### src/hdl/assert_macros.svh
// Assertion helpers shared by the RTL.
`ifndef ASSERT_MACROS_SVH
`define ASSERT_MACROS_SVH

// Implication checked on every rising clock edge outside reset.
`define ASSERT_IMPL(lbl, ante, cons, msg) \
  lbl: assert property (@(posedge clk_i) disable iff (!rst_ni) (ante) |-> (cons)) \
    else $error(msg);

// Implication whose consequent is checked in the cycle after the antecedent.
`define ASSERT_NEXT(lbl, ante, cons, msg) \
  lbl: assert property (@(posedge clk_i) disable iff (!rst_ni) (ante) |=> (cons)) \
    else $error(msg);

`endif

### src/hdl/pnhi_pkg.sv
// ----------------------------------------------------------------------------
// pnhi_pkg
// Types, coefficients and the per-item operation program of the noise/hum
// injector.
// ----------------------------------------------------------------------------
`default_nettype none

package pnhi_pkg;

  // register indexes on the config port
  localparam logic [1:0] CFG_PHASE_STEP   = 2'd0;
  localparam logic [1:0] CFG_LEVEL_TARGET = 2'd1;
  localparam logic [1:0] CFG_RAMP_STEPS   = 2'd2;

  localparam int unsigned PINK_TAP_COUNT = 7;

  localparam logic [31:0] PHASE_STEP_RST = 32'd4473924;
  localparam logic [15:0] LEVEL_TGT_RST  = 16'd1638;
  localparam logic [15:0] RAMP_STEPS_RST = 16'd960;
  localparam logic [31:0] LEVEL_RST      = 32'd53687091;

  // Q.24 filter coefficients
  localparam logic signed [32:0] FB_COEF [6] = '{
    33'sd16758090, 33'sd16665144, 33'sd16257122,
    33'sd14537458, 33'sd9227469, -33'sd12777528
  };
  localparam logic signed [32:0] IN_COEF [6] = '{
    33'sd931436, 33'sd1259565, 33'sd2581208,
    33'sd5209084, 33'sd8941454, -33'sd283501
  };
  localparam logic signed [32:0] PINK_DIRECT = 33'sd8995943;
  localparam logic signed [32:0] PINK_LAST   = 33'sd1944916;
  localparam logic signed [32:0] HUM_A       = 33'sd5033165;
  localparam logic signed [32:0] HUM_B       = 33'sd2516582;
  localparam logic signed [32:0] MIX_PINK    = 33'sd335544;
  localparam logic signed [32:0] MIX_HUM     = 33'sd167772;
  localparam logic signed [32:0] OUT_SCALE   = 33'sd838861;
  // ceil(2^34 / 5): floor(p / 5) = (p * RECIP5) >> 34 for any 32-bit p
  localparam logic signed [32:0] RECIP5      = 33'sh0CCCCCCCD;

  // quarter-wave sine polynomial, Q30
  localparam logic signed [32:0] SIN_C1 = 33'sd1686629713;
  localparam logic signed [32:0] SIN_C3 = -33'sd693598672;
  localparam logic signed [32:0] SIN_C5 = 33'sd85569278;
  localparam logic signed [32:0] SIN_C7 = -33'sd5027035;

  typedef enum logic [4:0] {
    OP_TAP_FB, OP_TAP_IN, OP_DIRECT, OP_LAST, OP_PH2,
    OP_SQ, OP_P1, OP_P2, OP_P3, OP_PX,
    OP_HUMA, OP_HUMB, OP_MIXP, OP_MIXH, OP_LVL, OP_OUT
  } op_e;

  typedef struct packed {
    op_e        op;
    logic [2:0] idx;
  } ucode_t;

  typedef struct packed {
    logic       load;   // capture input word
    logic       mul;    // multiply cycle of current op
    logic       wb;     // writeback cycle of current op
    logic       push;   // move result to output register
    op_e        op;
    logic [2:0] idx;
  } dp_cmd_t;

  typedef struct packed {
    logic div_busy;
    logic out_busy;
  } ctrl_sts_t;

  localparam logic [4:0] PROG_LAST = 5'd30;

  function automatic ucode_t ucode(input logic [4:0] step);
    ucode_t u;
    u.idx = 3'd0;
    u.op  = OP_OUT;
    if (step < 5'd12) begin
      u.op  = step[0] ? OP_TAP_IN : OP_TAP_FB;
      u.idx = step[3:1];
    end else begin
      case (step)
        5'd12: u.op = OP_DIRECT;
        5'd13: u.op = OP_LAST;
        5'd14: u.op = OP_PH2;
        5'd15: u.op = OP_SQ;
        5'd16: u.op = OP_P1;
        5'd17: u.op = OP_P2;
        5'd18: u.op = OP_P3;
        5'd19: u.op = OP_PX;
        5'd20: begin u.op = OP_SQ; u.idx = 3'd1; end
        5'd21: begin u.op = OP_P1; u.idx = 3'd1; end
        5'd22: begin u.op = OP_P2; u.idx = 3'd1; end
        5'd23: begin u.op = OP_P3; u.idx = 3'd1; end
        5'd24: begin u.op = OP_PX; u.idx = 3'd1; end
        5'd25: u.op = OP_HUMA;
        5'd26: u.op = OP_HUMB;
        5'd27: u.op = OP_MIXP;
        5'd28: u.op = OP_MIXH;
        5'd29: u.op = OP_LVL;
        default: u.op = OP_OUT;
      endcase
    end
    return u;
  endfunction

  // shift right rounding half up
  function automatic logic signed [67:0] rshr(input logic signed [67:0] v,
                                              input int unsigned n);
    logic signed [67:0] half;
    half = 68'sd1 <<< (n - 1);
    return (v + half) >>> n;
  endfunction

  function automatic logic signed [31:0] sat32(input logic signed [67:0] v);
    logic signed [31:0] r;
    if (v > 68'sd2147483647) r = 32'sh7FFFFFFF;
    else if (v < -68'sd2147483648) r = 32'sh80000000;
    else r = v[31:0];
    return r;
  endfunction

endpackage

`default_nettype wire

### src/hdl/pnhi_cfg.sv
// ----------------------------------------------------------------------------
// pnhi_cfg
// Config registers, level ramp state and a serial divider for the ramp step.
// ----------------------------------------------------------------------------
`default_nettype none

module pnhi_cfg (
  input  wire         clk_i,
  input  wire         rst_ni,
  input  wire         cfg_we_i,
  input  wire  [1:0]  cfg_idx_i,
  input  wire  [31:0] cfg_data_i,
  input  wire         step_i,
  output logic [31:0] phase_step_o,
  output logic [31:0] level_o,
  output logic        div_busy_o
);
  import pnhi_pkg::*;

  logic [31:0] phase_step_q;
  logic [15:0] ramp_steps_q;
  logic [15:0] latched_q;
  logic [31:0] level_q;
  logic [31:0] inc_q;
  logic [15:0] ramp_left_q;
  // divider
  logic [32:0] n_q;
  logic [15:0] rem_q;
  logic [15:0] d_q;
  logic        neg_q;
  logic [5:0]  cnt_q;

  logic [16:0] rem_sh;
  logic        ge;
  logic [16:0] rem_sub;
  logic [32:0] quot;
  logic [32:0] goal;
  logic [32:0] diff;
  logic [32:0] mag;
  logic        tgt_wr;

  assign rem_sh  = {rem_q, n_q[32]};
  assign ge      = rem_sh >= {1'b0, d_q};
  assign rem_sub = rem_sh - {1'b0, d_q};
  assign quot    = {n_q[31:0], ge};
  assign goal    = {2'b00, cfg_data_i[15:0], 15'd0};
  assign diff    = goal - {1'b0, level_q};
  assign mag     = diff[32] ? (33'd0 - diff) : diff;
  assign tgt_wr  = cfg_we_i && (cfg_idx_i == CFG_LEVEL_TARGET)
                   && (cfg_data_i[15:0] != latched_q);

  always_ff @(posedge clk_i or negedge rst_ni) begin
    if (!rst_ni) begin
      phase_step_q <= PHASE_STEP_RST;
      ramp_steps_q <= RAMP_STEPS_RST;
    end else if (cfg_we_i) begin
      case (cfg_idx_i)
        CFG_PHASE_STEP: phase_step_q <= cfg_data_i;
        CFG_RAMP_STEPS: ramp_steps_q <= cfg_data_i[15:0];
        default: ;
      endcase
    end
  end

  always_ff @(posedge clk_i or negedge rst_ni) begin
    if (!rst_ni) begin
      latched_q   <= LEVEL_TGT_RST;
      level_q     <= LEVEL_RST;
      inc_q       <= '0;
      ramp_left_q <= '0;
      cnt_q       <= '0;
    end else if (tgt_wr) begin
      latched_q <= cfg_data_i[15:0];
      if (ramp_steps_q == 16'd0) begin
        level_q     <= goal[31:0];
        ramp_left_q <= '0;
        inc_q       <= '0;
        cnt_q       <= '0;
      end else begin
        ramp_left_q <= ramp_steps_q;
        cnt_q       <= 6'd33;
      end
    end else if (cnt_q != 6'd0) begin
      cnt_q <= cnt_q - 6'd1;
      if (cnt_q == 6'd1) begin
        inc_q <= neg_q ? (32'd0 - quot[31:0]) : quot[31:0];
      end
    end else if (step_i && (ramp_left_q != 16'd0)) begin
      ramp_left_q <= ramp_left_q - 16'd1;
      if (ramp_left_q != 16'd1) level_q <= level_q + inc_q;
      else level_q <= {1'b0, latched_q, 15'd0};
    end
  end

  // datapath of the divider, no reset needed
  always_ff @(posedge clk_i) begin
    if (tgt_wr) begin
      n_q   <= mag;
      rem_q <= '0;
      d_q   <= ramp_steps_q;
      neg_q <= diff[32];
    end else if (cnt_q != 6'd0) begin
      rem_q <= ge ? rem_sub[15:0] : rem_sh[15:0];
      n_q   <= quot;
    end
  end

  assign phase_step_o = phase_step_q;
  assign level_o      = level_q;
  assign div_busy_o   = cnt_q != 6'd0;

endmodule

`default_nettype wire

### config.mk
export PLATFORM = sky130hd
export DESIGN_NAME = pnhi_cfg
export DESIGN_NICKNAME = d
export VERILOG_FILES = /design/src/hdl/assert_macros.svh /design/src/hdl/pnhi_pkg.sv /design/src/hdl/pnhi_cfg.sv
export SDC_FILE = /design/constraint.sdc
export NUM_CORES = 1
export LEC_CHECK = 0
export ABC_AREA = 0
export BUFFER_PORTS_ARGS = -buffer_cell sky130_fd_sc_hd__clkbuf_2
export CAP_MARGIN = 20
export CORE_ASPECT_RATIO = 1.5
export CORE_MARGIN = 2
export CORE_UTILIZATION = 62
export DETAILED_ROUTE_END_ITERATION = 10
export PLACE_DENSITY = 0.82
export SLEW_MARGIN = 20
export SYNTH_ARGS = -nofsm -noshare
export SYNTH_HDL_FRONTEND = slang
export SYNTH_SLANG_ARGS = --single-unit
### constraint.sdc
create_clock -name clk_i -period 6.2 [get_ports clk_i]
set_clock_uncertainty 0.05 [all_clocks]
set_input_delay 0.31 -clock clk_i [delete_from_list [all_inputs] [get_ports clk_i]]
set_output_delay 0.31 -clock clk_i [all_outputs]
set_load 0.005 [all_outputs]
==> results.py <==
metrics = {
    "run_status": {
        "status": "complete, no violations",
    },
    "clocking": {
        "htreeDepth": 1,
        "clk-insertion-delay-late_ns": 0.53,
        "cts_repair_resize_count": 0,
        "cts_buffers": 22,
        "cts.reportedPaths.clkPinSlew_ns": 0.07,
        "cts.root.buffer_cell": "sky130_fd_sc_hd__clkbuf_16",
        "cts_max_path_buffers": 3,
        "clock-sinks": 216,
        "post-cts-setup-buffers": 0,
        "cts_tree": "yes",
    },
    "timing": {
        "timing.final.crit_period_ns": 4.818,
        "finalWorstSetupSlack_ns": 1.382,
        "rsz0062_at_grt": "no",
        "worst_pin_slew_ns": 1.009,
        "timing.max_slew.rel_slack_pct": 32.70,
        "setup-tns-final_ns": 0,
        "timing.final.crit_share_pct": 77.71,
        "final_hold_viol_count": 0,
        "max_freq_mhz": 207.6,
        "finalSetupViolations": 0,
        "slew_violations": 0,
    },
    "hold_path": {
        "holdPathStages": 3,
        "timing.hold.worst.class": "input pin to flip-flop",
    },
    "yosys": {
        "async_flop_share_pct": 69.44,
        "synth_edf_count": 50,
        "seq_area_frac_synth_pct": 40.43,
        "synthesis.yosys.warnings": 0,
        "synthXorXnorAreaFrac_pct": 9.464,
        "post_synthesis_simple_gate_area_fraction_pct": 16.27,
        "synth-main-ff-cell": "sky130_fd_sc_hd__dfrtp_1",
        "count_of_different_cell_masters_after_synthesis": 73,
        "post_synth_fa_ha_maj_area_fraction_pct": 6.507,
        "synth.net_count": 1614,
        "syn-cell-area_mm2": 0.01388,
        "synth_compound_area_share_pct": 17.95,
        "yosys_register_bits": 216,
        "synth_top_family_by_area": "compound AO/OA/AOI/OAI gates",
        "post_synth_inst_count": 1505,
        "syn-mean-instance-area_um2": 9.224,
        "synth_mux_area_share_pct": 5.723,
    },
    "floorplan": {
        "core.rowCount": 67,
        "floorplan.die_area_mm2": 0.02363,
        "ios": 103,
        "start_util_pct": 62.73,
        "core_region_area_mm2": 0.02213,
        "die_w_um": 126.2,
        "dieHeight_um": 187.3,
    },
    "final_layout": {
        "multiInputGateArea_mm2": 0.007786,
        "stdcell_area_mm2": 0.01556,
        "fillCellCount": 1678,
        "instances_no_fill": 1889,
        "areaGrowthSynthToFinish_pct": 12.07,
        "seqCellArea_mm2": 0.005613,
        "final_layout_size_suffix_gt1_share_pct": 16.99,
        "finish.net_count": 1706,
        "antenna_cells_inserted": 0,
    },
    "placed_design": {
        "routabilityCongestion": 0.9566,
        "post-dp-hpwl_mm": 28.77,
        "number_of_placed_cells_counting_well_taps": 1832,
        "numPortBuffers": 102,
        "detailed_place.area_mm2": 0.01462,
        "pre_cts_slack_ns": 1.534,
    },
    "drt": {
        "detailroute.via_count": 12170,
        "viasPerCell": 6.441,
        "drt_pre_antenna_iters": 5,
        "drc_errors": 0,
        "route.antenna.remaining_nets": 0,
        "wl_per_cell_um": 21.33,
        "finalWirelength_mm": 40.29,
        "drt_first_iter_violations": 877,
    },
    "grt": {
        "grt_pass1_vias": 12190,
        "global_route_wire_length_before_repair_mm": 63.78,
        "globalRouteTotalUtil_pct": 33.77,
        "grt_overflow_total": 0,
        "antenna_found_initial": 0,
        "largest_net_degree_at_the_start_of_global_routing": 91,
    },
    "worst_setup_path": {
        "ff2ff_path_depth": 13,
        "setup.worst_path.class": "flip-flop to flip-flop",
        "crit_required_ns": 6.56,
        "cp_max_fo": 6,
        "start_kind": "flip-flop",
        "setup.worst_path.end_class": "flip-flop",
        "worst-endpoint-arrival_ns": 5.18,
    },
    "power_and_ir_drop": {
        "vdd.ir_drop.worst_v": 0.0003966,
        "static-leakage-power_nw": 6.561,
        "power_density_mw_per_mm2": 541.1,
    },
    "run": {
        "cap_viol_max_count": 0,
    },
}
worst max-delay path, cell delays in order (launching register included):
cell	delay [ns]
sky130_fd_sc_hd__dfstp_2	0.59
sky130_fd_sc_hd__ha_1	0.20
sky130_fd_sc_hd__fa_1	0.23
sky130_fd_sc_hd__a21o_1	0.13
sky130_fd_sc_hd__a21oi_1	0.09
sky130_fd_sc_hd__o21bai_1	0.33
sky130_fd_sc_hd__o22ai_1	0.21
sky130_fd_sc_hd__o31ai_1	0.68
sky130_fd_sc_hd__a211oi_1	0.35
sky130_fd_sc_hd__nand2b_1	0.23
sky130_fd_sc_hd__o41ai_1	0.80
sky130_fd_sc_hd__a41oi_1	0.24
sky130_fd_sc_hd__mux2_2	0.32
sky130_fd_sc_hd__a221oi_1	0.26
cells in the mapped netlist (50+ instances only):
cell type	number	share of area (%)
sky130_fd_sc_hd__clkbuf_1	57	1.5
sky130_fd_sc_hd__nand2_1	146	3.9
sky130_fd_sc_hd__inv_1	66	1.8
sky130_fd_sc_hd__o21ai_0	133	4.8
sky130_fd_sc_hd__edfxtp_1	50	11
sky130_fd_sc_hd__dfrtp_1	120	22
sky130_fd_sc_hd__mux2_2	67	5.4
sky130_fd_sc_hd__xor2_1	71	4.5
sky130_fd_sc_hd__nor2_1	121	3.3
sky130_fd_sc_hd__xnor2_1	79	5.0
sky130_fd_sc_hd__ha_1	69	6.2
sky130_fd_sc_hd__a21oi_1	99	3.6
through the flow:
stage          power [mW]  hold slack (ns)  utilization [%]
4_1_cts             8.346          0.07932            70.30
6_report            8.419           0.1067            70.30
5_1_grt             8.986           0.1034            70.30
3_3_place_gp        6.725           0.3800            66.07
2_1_floorplan       5.665         -0.03559                -
3_5_place_dp        6.867           0.3951            66.07
cell usage in the layout, fill, tap and decap left out, drive strengths merged, types with 67 or more instances in the layout:
cell	n
nand2	146
o21ai	136
clkbuf	129
nor2	121
dfrtp	120
a21oi	99
xnor2	79
xor2	71
ha	69
mux2	67
registers in the layout, indices dropped and copies added, names as in the netlist:
register      cells
ramp_steps_q     16
latched_q        16
rem_q            16
ramp_left_q      16
cnt_q             6
inc_q            32
neg_q             1
phase_step_o     32
n_q              33
level_o          32
d_q              16
logic make-up (layout without fill, tap and decap cells):
family / after synthesis / in the layout
mux: 71 / 71
fa+ha+maj: 71 / 71
flops: 216 / 216
xor+xnor: 150 / 150
simple gates: 460 / 460
compound gates: 405 / 405
buf+inv: 132 / 240
final timing paths:
kind	startpoint	slack, ns	to
worst max register to register	level_o[0]	1.38	level_o[30]
worst min register to register	rem_q[1]	0.44	rem_q[1]
min in group asynchronous	rst_ni	0.39	level_o[11]
max in group asynchronous	rst_ni	4.37	cnt_q[4]
worst max-delay path	level_o[0]	1.38	level_o[30]
worst min-delay path	cfg_data_i[9]	0.11	latched_q[9]
report_power, final:
group          leakage [nW]  internal (mW)  total [mW]  switching [mW]
clock network         0.367          0.840        1.43           0.589
logic                  3.78           1.82        4.31            2.49
registers              2.42           2.07        2.68           0.613
total                  6.56           4.72        8.42            3.70
cell type report:
type                    instances  area share (%)
multi-input cells            1157           50.05
flip-flops and latches        216           36.08
repair buffers                134           5.139
clock buffers                  28           3.748
well taps                     276           2.220
inverters                      66           1.592
clock inverters                12           1.174
timing repair:
action	4_1_cts	5_1_grt
endpoints found under the setup margin	0	0
hold buffers	17	0
endpoints found under the hold margin	88	0
routing by layer:
metal / share of wire [%] / track usage [%] / up-vias
met5: 0 / 0 / -
met4: 7.8 / 22.53 / 0
met3: 5.1 / 4.376 / 171
met2: 52 / 60.96 / 487
met1: 35 / 36.39 / 5909
li1: - / - / 5600
No activity file was read; power rests on OpenSTA's default activity.
