**config.mk**
```make
export PLATFORM = sky130hd
export DESIGN_NAME = pnhi_ctrl
export DESIGN_NICKNAME = d
export VERILOG_FILES = /design/src/hdl/assert_macros.svh /design/src/hdl/pnhi_pkg.sv /design/src/hdl/pnhi_ctrl.sv
export SDC_FILE = /design/constraint.sdc
export NUM_CORES = 1
export LEC_CHECK = 0
export BUFFER_PORTS_ARGS = -buffer_cell sky130_fd_sc_hd__buf_4
export CAP_MARGIN = 25
export CORE_ASPECT_RATIO = 0.8
export CORE_MARGIN = 5
export CORE_UTILIZATION = 54
export DETAILED_ROUTE_END_ITERATION = 10
export GPL_TIMING_DRIVEN = 0
export HOLD_SLACK_MARGIN = 0.02
export PLACE_DENSITY_LB_ADDON = 0.08
export SYNTH_ARGS = -nofsm -noshare
export SYNTH_HDL_FRONTEND = slang
export SYNTH_SLANG_ARGS = --single-unit
```
**constraint.sdc**
```tcl
create_clock -name clk_i -period 2.6 [get_ports clk_i]
set_input_delay 0.52 -clock clk_i [delete_from_list [all_inputs] [get_ports clk_i]]
set_output_delay 0.52 -clock clk_i [all_outputs]
set_load 0.01 [all_outputs]
```
**src/hdl/assert_macros.svh**
```systemverilog
// Assertion helpers shared by the RTL.
`ifndef ASSERT_MACROS_SVH
`define ASSERT_MACROS_SVH

// Implication checked on every rising clock edge outside reset.
`define ASSERT_IMPL(lbl, ante, cons, msg) \
  lbl: assert property (@(posedge clk_i) disable iff (!rst_ni) (ante) |-> (cons)) \
    else $error(msg);

// Implication whose consequent is checked in the cycle after the antecedent.
`define ASSERT_NEXT(lbl, ante, cons, msg) \
  lbl: assert property (@(posedge clk_i) disable iff (!rst_ni) (ante) |=> (cons)) \
    else $error(msg);

`endif

```
**src/hdl/pnhi_pkg.sv**
```systemverilog
// ----------------------------------------------------------------------------
// pnhi_pkg
// Types, coefficients and the per-item operation program of the noise/hum
// injector.
// ----------------------------------------------------------------------------
`default_nettype none

package pnhi_pkg;

  // register indexes on the config port
  localparam logic [1:0] CFG_PHASE_STEP   = 2'd0;
  localparam logic [1:0] CFG_LEVEL_TARGET = 2'd1;
  localparam logic [1:0] CFG_RAMP_STEPS   = 2'd2;

  localparam int unsigned PINK_TAP_COUNT = 7;

  localparam logic [31:0] PHASE_STEP_RST = 32'd4473924;
  localparam logic [15:0] LEVEL_TGT_RST  = 16'd1638;
  localparam logic [15:0] RAMP_STEPS_RST = 16'd960;
  localparam logic [31:0] LEVEL_RST      = 32'd53687091;

  // Q.24 filter coefficients
  localparam logic signed [32:0] FB_COEF [6] = '{
    33'sd16758090, 33'sd16665144, 33'sd16257122,
    33'sd14537458, 33'sd9227469, -33'sd12777528
  };
  localparam logic signed [32:0] IN_COEF [6] = '{
    33'sd931436, 33'sd1259565, 33'sd2581208,
    33'sd5209084, 33'sd8941454, -33'sd283501
  };
  localparam logic signed [32:0] PINK_DIRECT = 33'sd8995943;
  localparam logic signed [32:0] PINK_LAST   = 33'sd1944916;
  localparam logic signed [32:0] HUM_A       = 33'sd5033165;
  localparam logic signed [32:0] HUM_B       = 33'sd2516582;
  localparam logic signed [32:0] MIX_PINK    = 33'sd335544;
  localparam logic signed [32:0] MIX_HUM     = 33'sd167772;
  localparam logic signed [32:0] OUT_SCALE   = 33'sd838861;
  // ceil(2^34 / 5): floor(p / 5) = (p * RECIP5) >> 34 for any 32-bit p
  localparam logic signed [32:0] RECIP5      = 33'sh0CCCCCCCD;

  // quarter-wave sine polynomial, Q30
  localparam logic signed [32:0] SIN_C1 = 33'sd1686629713;
  localparam logic signed [32:0] SIN_C3 = -33'sd693598672;
  localparam logic signed [32:0] SIN_C5 = 33'sd85569278;
  localparam logic signed [32:0] SIN_C7 = -33'sd5027035;

  typedef enum logic [4:0] {
    OP_TAP_FB, OP_TAP_IN, OP_DIRECT, OP_LAST, OP_PH2,
    OP_SQ, OP_P1, OP_P2, OP_P3, OP_PX,
    OP_HUMA, OP_HUMB, OP_MIXP, OP_MIXH, OP_LVL, OP_OUT
  } op_e;

  typedef struct packed {
    op_e        op;
    logic [2:0] idx;
  } ucode_t;

  typedef struct packed {
    logic       load;   // capture input word
    logic       mul;    // multiply cycle of current op
    logic       wb;     // writeback cycle of current op
    logic       push;   // move result to output register
    op_e        op;
    logic [2:0] idx;
  } dp_cmd_t;

  typedef struct packed {
    logic div_busy;
    logic out_busy;
  } ctrl_sts_t;

  localparam logic [4:0] PROG_LAST = 5'd30;

  function automatic ucode_t ucode(input logic [4:0] step);
    ucode_t u;
    u.idx = 3'd0;
    u.op  = OP_OUT;
    if (step < 5'd12) begin
      u.op  = step[0] ? OP_TAP_IN : OP_TAP_FB;
      u.idx = step[3:1];
    end else begin
      case (step)
        5'd12: u.op = OP_DIRECT;
        5'd13: u.op = OP_LAST;
        5'd14: u.op = OP_PH2;
        5'd15: u.op = OP_SQ;
        5'd16: u.op = OP_P1;
        5'd17: u.op = OP_P2;
        5'd18: u.op = OP_P3;
        5'd19: u.op = OP_PX;
        5'd20: begin u.op = OP_SQ; u.idx = 3'd1; end
        5'd21: begin u.op = OP_P1; u.idx = 3'd1; end
        5'd22: begin u.op = OP_P2; u.idx = 3'd1; end
        5'd23: begin u.op = OP_P3; u.idx = 3'd1; end
        5'd24: begin u.op = OP_PX; u.idx = 3'd1; end
        5'd25: u.op = OP_HUMA;
        5'd26: u.op = OP_HUMB;
        5'd27: u.op = OP_MIXP;
        5'd28: u.op = OP_MIXH;
        5'd29: u.op = OP_LVL;
        default: u.op = OP_OUT;
      endcase
    end
    return u;
  endfunction

  // shift right rounding half up
  function automatic logic signed [67:0] rshr(input logic signed [67:0] v,
                                              input int unsigned n);
    logic signed [67:0] half;
    half = 68'sd1 <<< (n - 1);
    return (v + half) >>> n;
  endfunction

  function automatic logic signed [31:0] sat32(input logic signed [67:0] v);
    logic signed [31:0] r;
    if (v > 68'sd2147483647) r = 32'sh7FFFFFFF;
    else if (v < -68'sd2147483648) r = 32'sh80000000;
    else r = v[31:0];
    return r;
  endfunction

endpackage

`default_nettype wire

```
**src/hdl/pnhi_ctrl.sv**
```systemverilog
// ----------------------------------------------------------------------------
// pnhi_ctrl
// Sequencer: walks the operation program, with a multiply state and a writeback
// state for each operation.
// ----------------------------------------------------------------------------
`default_nettype none

module pnhi_ctrl (
  input  wire                  clk_i,
  input  wire                  rst_ni,
  input  wire                  in_valid_i,
  output logic                 in_ready_o,
  input  pnhi_pkg::ctrl_sts_t  sts_i,
  output pnhi_pkg::dp_cmd_t    cmd_o
);
  import pnhi_pkg::*;

  typedef enum logic [3:0] {
    S_IDLE = 4'b0001,
    S_MUL  = 4'b0010,
    S_WB   = 4'b0100,
    S_DONE = 4'b1000
  } state_e;

  state_e     state_q, state_d;
  logic [4:0] step_q, step_d;
  ucode_t     uc;
  logic       accept;

  assign uc         = ucode(step_q);
  assign in_ready_o = (state_q == S_IDLE) && !sts_i.div_busy;
  assign accept     = in_ready_o && in_valid_i;

  always_comb begin
    state_d = state_q;
    step_d  = step_q;
    case (state_q)
      S_IDLE: if (accept) begin
        state_d = S_MUL;
        step_d  = '0;
      end
      S_MUL: state_d = S_WB;
      S_WB: begin
        if (step_q == PROG_LAST) state_d = S_DONE;
        else begin
          state_d = S_MUL;
          step_d  = step_q + 5'd1;
        end
      end
      S_DONE: if (!sts_i.out_busy) state_d = S_IDLE;
      default: state_d = S_IDLE;
    endcase
  end

  always_ff @(posedge clk_i or negedge rst_ni) begin
    if (!rst_ni) begin
      state_q <= S_IDLE;
      step_q  <= '0;
    end else begin
      state_q <= state_d;
      step_q  <= step_d;
    end
  end

  assign cmd_o.load = accept;
  assign cmd_o.mul  = state_q == S_MUL;
  assign cmd_o.wb   = state_q == S_WB;
  assign cmd_o.push = (state_q == S_DONE) && !sts_i.out_busy;
  assign cmd_o.op   = uc.op;
  assign cmd_o.idx  = uc.idx;

endmodule

`default_nettype wire

```
==> impl_metrics.tcl, run 1 <==
set metrics [dict create \
    status "finished with violations" \
    violations "setup timing" \
    r2r_start "step_q[0]$_DFFE_PN0P_" \
    hold_viol_final 0 \
    post-dp-hpwl_mm 1.68 \
    top_usage_layer "met2" \
    maxSlewViolCount 0 \
    cp_max_fo 9 \
    boundaryPins 18 \
    start_kind "flip-flop" \
    path_buf_inv 2 \
    clockBufferDepth 2 \
    netlist_area_um2 956 \
    final.fill_count 138 \
    placed_area_um2 1100 \
    fin_area_um2 1230 \
    nNetsFinal 151 \
    groute.layer.met1.usage 0.242 \
    antenna_cells 0 \
    crit_type "reg2out" \
    fin_cells 163 \
    power.static_leakage_nw 0.593 \
    use_met2 0.262 \
    clock-sinks 9 \
    worstPathArrival_ps 2110 \
    hold_class "in2async" \
    cts_max_level 1 \
    synth_ff_type "dfrtp_1" \
    regArea_um2 226 \
    initial_core_util 0.576 \
    wire_per_inst_um 15.0 \
    r2r_slack_ps 990 \
    overflow 0 \
    clock_latency_ps 260 \
    worstPathRequired_ps 2080 \
    final_common_cell "buf_4" \
    final-setup-viol-count 2 \
    use_met3 0.0485 \
    slowest_delay_ps 400 \
    min_period_ps 2630 \
    final_cell_mix "buf_4, nor2_1, dfrtp_1, nand2_1, nand3_1" \
    finClkSkew_ps 3.25 \
    cap_violations 0 \
    final_core_util 0.744 \
    cpMaxStageDelayCell "dfrtp_1" \
    worst_slack_ps -26.3 \
    grt_max_degree 11 \
    fp-row-count 13 \
    drt_iter0_markers 35 \
    crit_family "compound AO/OA/AOI/OAI gates" \
    gp_congestion 0.826 \
    die_w_um 57.0 \
    yosysSeqAreaShare 0.237 \
    fmax_ghz 0.381 \
    dp_cells 153 \
    cts_tree "done" \
    end_kind "primary output" \
    syn_area_per_cell_um2 8.31 \
    synth-edff-count 0 \
    cts_hold_buf 0 \
    num_vias 960 \
    hold_ws_ps 73.6 \
    die_area_um2 2720 \
    syn_nets 124 \
    numCtsBuffers 3 \
    grt_setup_unrepaired "true" \
    yosysWarnings 0 \
    grt_first_pass_wirelength_mm 3.52 \
    postRouteAntennaNets 0 \
    cts.clk_slew.worst_paths_ps 60 \
    syn_to_final_growth_pct 29.2 \
    grt_pass1_vias 822 \
    synthCells 115 \
    die_h_um 47.6 \
    synth_seq_cells 9 \
    p_per_area_nw_per_um2 270 \
    cp_cell_sequence "buf_6, ha_1, a21boi_2, o31ai_4, nand4_1, a22oi_1, buf_4" \
    wirelength_mm 2.45 \
    r2r_cells 7 \
    multi_input_area_um2 678 \
    rr_endpoint "step_q[2]$_DFFE_PN0P_" \
    drc 0 \
    peakVddDrop_uv 293 \
    power_mw 0.333 \
    cts-root-buf "clkbuf_4" \
    core_area_um2 1660 \
    fin_crit_sh 1.01 \
    portBuffers 16 \
    antenna_found_initial 0 \
    drive_above_1_share 0.362 \
    vias_per_cell 5.89 \
    synthDistinctLibCells 49 \
    async_flop_share 1.00 \
    first_pass_iters 4 \
    track_usage 0.170 \
]
cell type report:
class,count,area share
plain buffers,10,0.0648
clock buffers,4,0.0213
inverters,6,0.0182
multi-input cells,89,0.549
flip-flops and latches,9,0.183
well taps,22,0.0223
repair buffers,23,0.141
synthesized netlist by cell type (4+ instances only):
| library cell | n | area, um^2 |
|---|---|---|
| nor2_1 | 11 | 41.3 |
| nand2b_1 | 4 | 25.0 |
| nand3_1 | 8 | 40.0 |
| o21ai_0 | 4 | 20.0 |
| ha_1 | 4 | 50.1 |
| a211oi_1 | 4 | 30.0 |
| nand2_1 | 7 | 26.3 |
| dfrtp_1 | 8 | 200 |
| a21oi_1 | 4 | 20.0 |
| inv_1 | 6 | 22.5 |
| buf_4 | 4 | 30.0 |
| nand4_1 | 4 | 25.0 |
flip-flops by register name, summed over array words and instances (netlist names):
register	count
state_q	4
step_q	5
worst reg2reg max path, cell delays in order, from the launching register on:
cell     delay [ps]
dfrtp_1         400
inv_2           110
ha_1            180
buf_2           230
nand4_1         220
nand3_1         150
xor2_1          150
nor2_1           50
timing repair:
| item | CTS | global route |
|---|---|---|
| gates cloned | 0 | 1 |
| setup endpoints to repair | 4 | 5 |
| pin swaps | 3 | 5 |
| gates resized for setup | 2 | 11 |
| setup buffers | 4 | 2 |
worst max-delay path by stage:
stage                                      from        to  slack, ps  depth (start not counted)
after CTS                 step_q[1]$_DFFE_PN0P_  cmd_o[6]        -70                          9
final                     step_q[0]$_DFFE_PN0P_  cmd_o[3]        -30                          7
after detailed placement  step_q[0]$_DFFE_PN0P_  cmd_o[3]         50                          8
after global routing      step_q[0]$_DFFE_PN0P_  cmd_o[3]       -140                          9
after global placement    step_q[0]$_DFFE_PN0P_  cmd_o[3]         70                          8
after floorplan           step_q[1]$_DFFE_PN0P_  cmd_o[3]        340                          7
per-stage QoR:
stage	setup WS, ps	setup TNS (ps)
after floorplan	341	0
after global placement	71.5	0
after detailed placement	54.8	0
after CTS	-74.8	-220
after global routing	-142	-372
final	-26.3	-34.3
logic make-up (layout without fill, tap and decap cells):
kind of cell,after synthesis,count (layout),share of synthesized area
AO/OA/AOI/OAI,26,26,0.198
XOR/XNOR,2,2,0.0183
adder cells (fa/ha/maj),4,4,0.0524
buffers and inverters,17,43,0.111
flip-flops,9,9,0.237
multiplexers,2,2,0.0223
other,1,1,0.00392
AND/OR/NAND/NOR,54,54,0.357
routing by layer:
layer	vias up	routed length, um
li1	471	-
met4	0	15
met5	-	0
met3	2	167
met2	40	1130
met1	447	1140
power breakdown:
group	internal [mW]	switching (mW)	leakage (nW)	total (mW)
Clock	0.0590	0.0472	0.0150	0.106
Combinational	0.0374	0.0387	0.456	0.0761
Sequential	0.146	0.00509	0.121	0.151
(Power assumes the default switching activity.)
==> run 2, diff against run 1 <==
BUFFER_PORTS_ARGS = default   (was -buffer_cell sky130_fd_sc_hd__buf_4)
CORE_ASPECT_RATIO = default   (was 0.8)
CORE_UTILIZATION = 60   (was 54)
DONT_BUFFER_PORTS = 1   (was default)
==> impl_metrics.tcl, run 2 (synthesized netlist as in run 1, its figures left out) <==
set metrics [dict create \
    maxSlewViolCount 0 \
    clkPwrFrac 0.331 \
    dp_cells 131 \
    die_w_um 49.9 \
    drc 0 \
    placed_area_um2 976 \
    start_kind "flip-flop" \
    numCtsBuffers 3 \
    drive_above_1_share 0.313 \
    clock-sinks 9 \
    grt_pass1_vias 858 \
    track_usage 0.200 \
    hold_class "in2async" \
    slew_headroom 0.643 \
    r2r_slack_ps 1060 \
    die_area_um2 2490 \
    vias_per_cell 6.25 \
    worstPathArrival_ps 2030 \
    largest_reg_flops 5 \
    core_area_um2 1510 \
    switching_power_mw 0.0916 \
    portBuffers 0 \
    gp_congestion 0.903 \
    p_comb_frac 0.206 \
    initial_core_util 0.635 \
    peakVddDrop_uv 356 \
    finClkSkew_ps 0.870 \
    final_cell_mix "buf_4, nor2_1, nand2_1, nand3_1, dfrtp_1" \
    drt_iter0_markers 33 \
    power.static_leakage_nw 0.523 \
    antenna_cells 0 \
    grt_max_degree 11 \
    p_per_area_nw_per_um2 284 \
    final-setup-viol-count 0 \
    tightest_slew_ps 530 \
    r2r_cells 5 \
    largest_register "step_q" \
    antenna_found_initial 0 \
    fin_crit_sh 0.981 \
    nNetsFinal 138 \
    cts-root-buf "clkbuf_4" \
    fmax_ghz 0.392 \
    rr_endpoint "step_q[4]$_DFFE_PN0P_" \
    min_period_ps 2550 \
    boundaryPins 18 \
    syn_to_final_growth_pct 20.4 \
    reg.largest.list "step_q (5), state_q (4)" \
    final_core_util 0.764 \
    wire_per_inst_um 16.4 \
    swShare 0.280 \
    p_seq_frac 0.463 \
    final.fill_count 120 \
    clock_latency_ps 250 \
    status "finished, final reports clean" \
    crit_type "reg2out" \
    p_int_mw 0.235 \
    postRouteAntennaNets 0 \
    grt_setup_unrepaired "true" \
    r2r_start "state_q[0]$_DFFE_PN1P_" \
    cts_tree "done" \
    end_kind "primary output" \
    worstPathRequired_ps 2080 \
    cp_max_fo 6 \
    first_pass_iters 4 \
    cts.clk_slew.worst_paths_ps 60 \
    die_h_um 49.9 \
    fin_area_um2 1150 \
    final_common_cell "buf_4" \
    overflow 0 \
    fp-row-count 14 \
    wirelength_mm 2.36 \
    post-dp-hpwl_mm 1.64 \
    hold_viol_final 0 \
    fin_cells 144 \
    num_vias 900 \
    clockBufferDepth 2 \
    cap_violations 0 \
    cts_max_level 1 \
    grt_first_pass_wirelength_mm 4.06 \
    hold_ws_ps 101 \
]
run 2: cell types whose count changed in the layout (fill, tap and decap cells not counted):
cell,change
dfrtp_2,+1
buf_2,-2
buf_4,-12
a32oi_2,+1
dlygate4sd3_1,+1
a32oi_1,-1
a22oi_1,-1
a22oi_2,+1
dfrtp_1,-1
run 2: routing by layer:
layer	track usage	vias to the layer above	routed length (um)
li1	-	443	-
met1	0.286	427	1110
met2	0.307	30	1070
met3	0.0633	0	171
met4	0.00873	0	0
met5	0	-	0
run 2: timing repair:
item	4_1_cts	5_1_grt
resized for setup	6	12
pin swaps	1	5
endpoints found under the hold margin	8	0
hold buffers	1	0
buffers inserted	4	5
endpoints found under the setup margin	4	5
run 2: worst max-delay path by stage:
stage | from | end | slack [ps] | cells past startpoint
floorplan | step_q[1]$_DFFE_PN0P_ | cmd_o[3] | 340 | 7
global placement | step_q[0]$_DFFE_PN0P_ | cmd_o[3] | 120 | 7
detailed placement | step_q[0]$_DFFE_PN0P_ | cmd_o[3] | 110 | 7
CTS | step_q[1]$_DFFE_PN0P_ | cmd_o[3] | 0.1 | 7
global route | step_q[0]$_DFFE_PN0P_ | cmd_o[3] | -100 | 8
finish | step_q[0]$_DFFE_PN0P_ | cmd_o[3] | 50 | 8
run 2: power groups by stage:
stage               clock, mW  combinational, mW  sequential (mW)
finish                  0.108             0.0674            0.151
global route            0.122             0.0752            0.152
CTS                     0.110             0.0570            0.151
detailed placement          0             0.0469            0.155
global placement            0             0.0453            0.154
floorplan                   0             0.0392            0.153
run 2: layout make-up:
class                   count  area (um^2)  area share
repair buffers             10         81.3      0.0707
flip-flops and latches      9          228       0.198
plain buffers              10         82.6      0.0717
multi-input cells          89          691       0.600
inverters                   6         22.5      0.0196
well taps                  16         20.0      0.0174
clock buffers               4         26.3      0.0228
run 2: metrics by stage:
| step | worst slack, ps | power, mW | setup TNS [ps] |
|---|---|---|---|
| 4_1_cts | 0.103 | 0.318 | 0 |
| 6_report | 48.6 | 0.327 | 0 |
| 5_1_grt | -104 | 0.349 | -162 |
| 3_3_place_gp | 122 | 0.199 | 0 |
| 3_5_place_dp | 110 | 0.202 | 0 |
| 2_1_floorplan | 341 | 0.192 | 0 |
run 2: critical path: stages, from the launching register on:
cell     delay (ps)
dfrtp_1         400
buf_6           130
ha_4            150
buf_6           120
and4b_1         220
nor4_4          200
buf_4           180
nand4_1         110
a22oi_2         270
==> run 3, diff against run 2 <==
CELL_PAD_IN_SITES_DETAIL_PLACEMENT = 1   (was default)
CELL_PAD_IN_SITES_GLOBAL_PLACEMENT = 2   (was default)
CORE_ASPECT_RATIO = 0.8   (was default)
CORE_UTILIZATION = 36   (was 60)
==> impl_metrics.tcl, run 3 (synthesized netlist as in run 1, its figures left out) <==
set metrics [dict create \
    groute.layer.met1.usage 0.256 \
    min_period_ps 2540 \
    swShare 0.289 \
    tightest_slew_ps 553 \
    reg.largest.list "step_q (5), state_q (4)" \
    worst_slack_ps 63.0 \
    wirelength_mm 2.89 \
    p_int_mw 0.236 \
    p_seq_frac 0.460 \
    start_kind "flip-flop" \
    num_vias 912 \
    portBuffers 0 \
    fin_crit_sh 0.976 \
    clockBufferDepth 2 \
    crit_type "reg2out" \
    cts.clk_slew.worst_paths_ps 60 \
    die_h_um 56.1 \
    antenna_found_initial 0 \
    wire_per_inst_um 17.7 \
    worstPathArrival_ps 2020 \
    slowest_delay_ps 410 \
    core_area_um2 2500 \
    switching_power_mw 0.0958 \
    drc 0 \
    cap_violations 0 \
    hold_ws_ps 90.1 \
    finClkSkew_ps 2.01 \
    clkPwrFrac 0.337 \
    vias_per_cell 5.60 \
    die_area_um2 3790 \
    largest_reg_flops 5 \
    p_comb_frac 0.203 \
    boundaryPins 18 \
    grt_setup_unrepaired "true" \
    fp-row-count 16 \
    status "finished, final reports clean" \
    crit_family "compound AO/OA/AOI/OAI gates" \
    final_cell_mix "nor2_1, buf_4, nand2_1, nand3_1, dfrtp_1" \
    top_usage_layer "met1" \
    numCtsBuffers 3 \
    power.static_leakage_nw 0.516 \
    postRouteAntennaNets 0 \
    syn_to_final_growth_pct 24.6 \
    initial_core_util 0.382 \
    grt_pass1_vias 882 \
    drive_above_1_share 0.331 \
    cp_cell_sequence "inv_2, ha_2, buf_6, and2b_2, o31ai_4, buf_4, nand3_4, a22oi_2" \
    use_met2 0.211 \
    use_met3 0.0404 \
    maxSlewViolCount 0 \
    clock-sinks 9 \
    path_buf_inv 3 \
    worstPathRequired_ps 2080 \
    hold_class "in2async" \
    nNetsFinal 137 \
    cts-root-buf "clkbuf_4" \
    peakVddDrop_uv 173 \
    antenna_cells 0 \
    placed_area_um2 1000 \
    post-dp-hpwl_mm 2.01 \
    fmax_ghz 0.394 \
    slew_headroom 0.628 \
    cpMaxStageDelayCell "dfrtp_2" \
    first_pass_iters 4 \
    final_core_util 0.476 \
    gp_congestion 0.761 \
    grt_max_degree 11 \
    grt_first_pass_wirelength_mm 4.64 \
    largest_register "step_q" \
    track_usage 0.159 \
    cts_tree "done" \
    dpl_worst_slack_ps 33.4 \
    fin_area_um2 1190 \
    die_w_um 67.6 \
    drt_iter0_markers 56 \
    hold_viol_final 0 \
    cp_max_fo 10 \
    cts_max_level 1 \
    final-setup-viol-count 0 \
    clock_latency_ps 260 \
    p_per_area_nw_per_um2 279 \
    end_kind "primary output" \
    overflow 0 \
]
==> run 3: changes by cell type in the layout (fill, tap and decap cells not counted) <==
cell and change:
ha_1 -1, inv_2 -1, inv_4 +1, nand3_4 +1, a211oi_2 +1, dfrtp_2 +1
buf_6 +1, a211oi_1 -1, ha_2 +1, nand3_2 -1, dfrtp_1 -1, buf_4 -2
==> run 3: metal layers <==
metal  vias to the layer above  share of wire
met3                         0          0.032
li1                        444              -
met4                         0              0
met5                         -              0
met1                       452           0.52
met2                        16           0.45
==> run 3: power by group through the flow <==
stage,clock (mW),sequential [mW],combinational [mW]
detailed placement,0,0.155,0.0485
CTS,0.114,0.152,0.0624
global placement,0,0.154,0.0472
global route,0.122,0.153,0.0739
finish,0.112,0.153,0.0675
floorplan,0,0.153,0.0392
==> run 3: repair_timing <==
action,CTS,global route
setup endpoints to repair,4,5
pin swaps,5,6
hold buffers,1,0
hold endpoints to repair,8,0
cloned,0,0
setup buffers,6,3
gates resized for setup,15,9
==> run 3: final timing paths <==
kind	endpoint	start	cells past startpoint	slack, ps
max in group asynchronous	step_q[1]$_DFFE_PN0P_	rst_ni	1	1680
worst max register to register	step_q[2]$_DFFE_PN0P_	step_q[0]$_DFFE_PN0P_	7	1010
worst max-delay path	cmd_o[3]	step_q[0]$_DFFE_PN0P_	8	60
worst min-delay path	state_q[0]$_DFFE_PN1P_	rst_ni	0	90
worst min register to register	step_q[1]$_DFFE_PN0P_	step_q[1]$_DFFE_PN0P_	2	610
min in group clk_i	state_q[3]$_DFFE_PN0P_	sts_i[0]	2	470
==> run 3: layout make-up <==
cell class / instances / area [um^2]
fill: 298 / 1310
multi-input combinational: 89 / 706
sequential: 9 / 229
timing repair buffer: 10 / 85.1
buffer: 9 / 75.1
tap: 36 / 45.0
clock buffer: 4 / 26.3
inverter: 6 / 25.0
==> run 3: metrics by stage <==
stage / power (mW) / std cells / TNS (ps)
6_report: 0.332 / 163 / 0
5_1_grt: 0.350 / 163 / -9.84
4_1_cts: 0.329 / 162 / -30.4
3_5_place_dp: 0.203 / 151 / 0
3_3_place_gp: 0.202 / 151 / 0
2_1_floorplan: 0.192 / 115 / 0
==> run 3: worst register-to-register path: stages, from the launching register on <==
cell,delay (ps)
dfrtp_2,440
inv_2,110
ha_2,200
buf_6,150
nand4_1,210
nand3_1,160
xor2_1,160
nor2_1,50
